### config.mk
export PLATFORM = sky130hd
export DESIGN_NAME = isc_cell
export DESIGN_NICKNAME = d
export VERILOG_FILES = /design/src/sv/isc_pkg.sv /design/src/sv/isc_cell.sv
export SDC_FILE = /design/constraint.sdc
export NUM_CORES = 1
export LEC_CHECK = 0
export BUFFER_PORTS_ARGS = -buffer_cell sky130_fd_sc_hd__buf_2
export CAP_MARGIN = 25
export CORE_AREA = 5 5 89 70
export DETAILED_ROUTE_END_ITERATION = 8
export DIE_AREA = 0 0 94 75
export PLACE_DENSITY = 0.89
export SLEW_MARGIN = 20
export SYNTH_ARGS = -nofsm -noshare
export SYNTH_HDL_FRONTEND = slang
export SYNTH_SLANG_ARGS = --single-unit
export TNS_END_PERCENT = 100
### constraint.sdc
create_clock -name clk -period 2.1 [get_ports clk]
set_input_delay 0.21 -clock clk [delete_from_list [all_inputs] [get_ports clk]]
set_output_delay 0.21 -clock clk [all_outputs]
set_load 0.01 [all_outputs]
### src/sv/isc_pkg.sv
// Types and constants of the indexed sequence store.
// No dependencies.
package isc_pkg;

  localparam int OP_W    = 3;
  localparam int IDX_W   = 7;
  localparam int VAL_W   = 32;
  localparam int ST_W    = 2;
  localparam int CNT_O_W = 7;
  // position width covering the largest supported depth (4096) plus one
  localparam int POS_W   = 13;

  typedef enum logic [OP_W-1:0] {
    OP_READ   = 3'd0,
    OP_HEAD   = 3'd1,
    OP_TAIL   = 3'd2,
    OP_AT     = 3'd3,
    OP_DELETE = 3'd4
  } op_t;

  typedef enum logic [ST_W-1:0] {
    ST_DONE  = 2'd0,
    ST_RANGE = 2'd1,
    ST_FULL  = 2'd2
  } status_t;

  localparam logic signed [VAL_W-1:0] MISS_VALUE = -32'sd1;

  // broadcast to every cell of the chain
  typedef struct packed {
    logic                    ins;
    logic                    del;
    logic [POS_W-1:0]        pos;
    logic [POS_W-1:0]        rd_pos;
    logic signed [VAL_W-1:0] value;
  } cell_ctrl_t;

endpackage

### src/sv/isc_cell.sv
// One storage cell of the sequence chain: holds one entry, shifts with its neighbours.
// Depends on isc_pkg.
module isc_cell import isc_pkg::*; #(
  parameter int POS = 0
) (
  input  logic                    clk,
  input  cell_ctrl_t              ctrl,
  input  logic signed [VAL_W-1:0] left_q,
  input  logic signed [VAL_W-1:0] right_q,
  output logic signed [VAL_W-1:0] data_q,
  output logic signed [VAL_W-1:0] rd_part
);

  localparam logic [POS_W-1:0] MY_POS = POS_W'(POS);

  logic signed [VAL_W-1:0] data_r;
  logic signed [VAL_W-1:0] data_nxt;

  always_comb begin
    priority if (ctrl.ins && (MY_POS > ctrl.pos)) begin
      data_nxt = left_q;
    end else if (ctrl.ins && (MY_POS == ctrl.pos)) begin
      data_nxt = ctrl.value;
    end else if (ctrl.del && (MY_POS >= ctrl.pos)) begin
      data_nxt = right_q;
    end else begin
      data_nxt = data_r;
    end
  end

  always_ff @(posedge clk) begin
    data_r <= data_nxt;
  end

  assign data_q  = data_r;
  assign rd_part = (ctrl.rd_pos == MY_POS) ? data_r : '0;

endmodule

==> summary.md <==
| Metric | Value |
|---|---|
| Routability cong. | 0.721 |
| Largest register FFs | 32 |
| Final Hold Vio Count | 0 |
| Initial Util | 0.341 |
| Clock buffer count from CTS | 5 |
| Largest net degree at the start of global routing | 33 |
| Critical path startpoint category | input port |
| Global-route wire length before repair | 7.04 mm |
| Flops & latches, synth | 32 |
| Status | completed |
| Drc violations | 0 |
| Syn_nets | 240 |
| Ports | 189 |
| Critical path required time | 1890 ps |
| Routed length per instance | 13.7 um |
| Min cycle time layout | 1630 ps |
| Initial antenna violation count | 0 |
| Vias per inst | 4.37 |
| CP Max Fanout | 32 |
| Most common cell after layout, fill and taps aside | buf_2 |
| Commonest cells after routing, fill and taps aside | 156 x buf_2, 32 x and2_1, 32 x edfxtp_1, 30 x mux2_4, 5 x clkbuf_8 |
| TritonCTS Sinks | 32 |
| # hold bufs at CTS | 0 |
| Arr. time, crit path | 1420 ps |
| RSZ-0062 raised after global routing | false |
| Antenna-violating nets left | 0 |
| Share of layout cells above drive strength 1 | 0.728 |
| Root buffer cell | clkbuf_8 |
| Reg clk slew, reported paths | 60 ps |
| Setup crit end kind | primary output |
| Core box area | 5240 um^2 |
| TritonCTS clock tree | done |
| DR pass1 iterations | 4 |
| Synth warn | 0 |
| Mapped Area | 1790 um^2 |
| Final HPWL DP | 4.09 mm |
| GR Util All Layers | 0.132 |
| Vias in the first global route | 1,557 |
| Placement Rows | 23 |
| Synth Instances | 115 |
| Static Leakage | 1.44 nW |
| Synth Area per Inst | 15.5 um^2 |
| F_max | 0.613 GHz |
| TNS Setup | 0 ps |
| Slew Limit Fails | 0 |
| WS Path Type | input port to primary output |
| CTS resizes | 0 |
| Crit share post-route | 0.777 |
| Vias | 1,533 |
| Util after Layout | 0.522 |
| Buffer count from post-CTS setup fixing | 0 |
| Worst-margin pin slew | 326 ps |
| PD cells | 462 nW/um^2 |
| Area grow syn2layout | 53.1% |
| Die H | 75 um |
| H-tree levels | 2 |
| DRT Wirelength | 4.82 mm |
| Die width | 94 um |
| Netlist cell types | 15 |
| Worst Hold Class | input port to flop |
| FILL cells | 472 |
| # diodes | 0 |
| Starting DRT DRC Count | 25 |
| Post-synthesis sequential area ratio | 0.538 |
| IO buf count | 156 |
| Maximum vdd ir drop | 0.216 mV |
| Die area | 7050 um^2 |
| Final nets | 401 |
| CTS max path bufs | 2 |
| Setup-failing EPs final | 0 |
| Slew headroom | 0.783 |
| Hold_ws | 234 ps |
| Max cap viols | 0 |
| GR Overflow Total | 0 |
-- synthesized netlist by cell type, drive strengths merged --
master  instances  share of area
nor2            2         0.0042
nor3b           1         0.0042
and2           32           0.11
nand4           1         0.0070
buf             3          0.019
and4            2          0.011
nor4            4          0.026
clkbuf          3         0.0063
nor3            3         0.0084
mux2           32           0.26
edfxtp         32           0.54
-- critical path, cell delays in order --
cell and delay [ps]:
buf_2 90, nor4_1 310, and4_1 230, buf_4 270
and2_1 180, buf_2 130
-- power breakdown --
group	switching, mW	internal [mW]
registers	0.0000359	0.702
logic	0.0387	0.102
clock network	0.202	0.218
total	0.240	1.02
-- path summary, 6_finish.rpt --
check,startpoint,end,cells after the start
worst max-delay path,ctrl[33],rd_part[20],6
worst min-delay path,right_q[15],data_q[15],2
-- metal layers --
layer	up-vias	track usage	routed length, um
li1	743	-	-
met1	687	0.138	1750
met2	98	0.251	2480
met3	5	0.0400	537
met4	0	0.0529	47
met5	-	0	0
-- stage by stage --
stage | std cells | instance area (um^2) | power [mW] | worst slack [ps]
floorplan | 115 | 1790 | 0.766 | 568
global placement | 344 | 2660 | 0.853 | 469
detailed placement | 344 | 2660 | 0.859 | 400
CTS | 351 | 2740 | 1.28 | 444
global route | 351 | 2740 | 1.32 | 364
finish | 351 | 2740 | 1.26 | 468
-- kinds of logic (layout without fill, tap and decap cells) --
logic type / count (synthesis) / after routing / synth area share
simple gates: 45 / 45 / 0.172
mux: 32 / 32 / 0.265
flops: 32 / 32 / 0.538
buf+inv: 6 / 167 / 0.0252
-- layout make-up --
class,count,area (um^2),area share
flip-flops and latches,32,961,0.351
well taps,75,93.8,0.0343
repair buffers,160,823,0.301
multi-input cells,77,781,0.285
clock inverters,2,7.51,0.00274
clock buffers,5,68.8,0.0252
(Power assumes the default switching activity.)
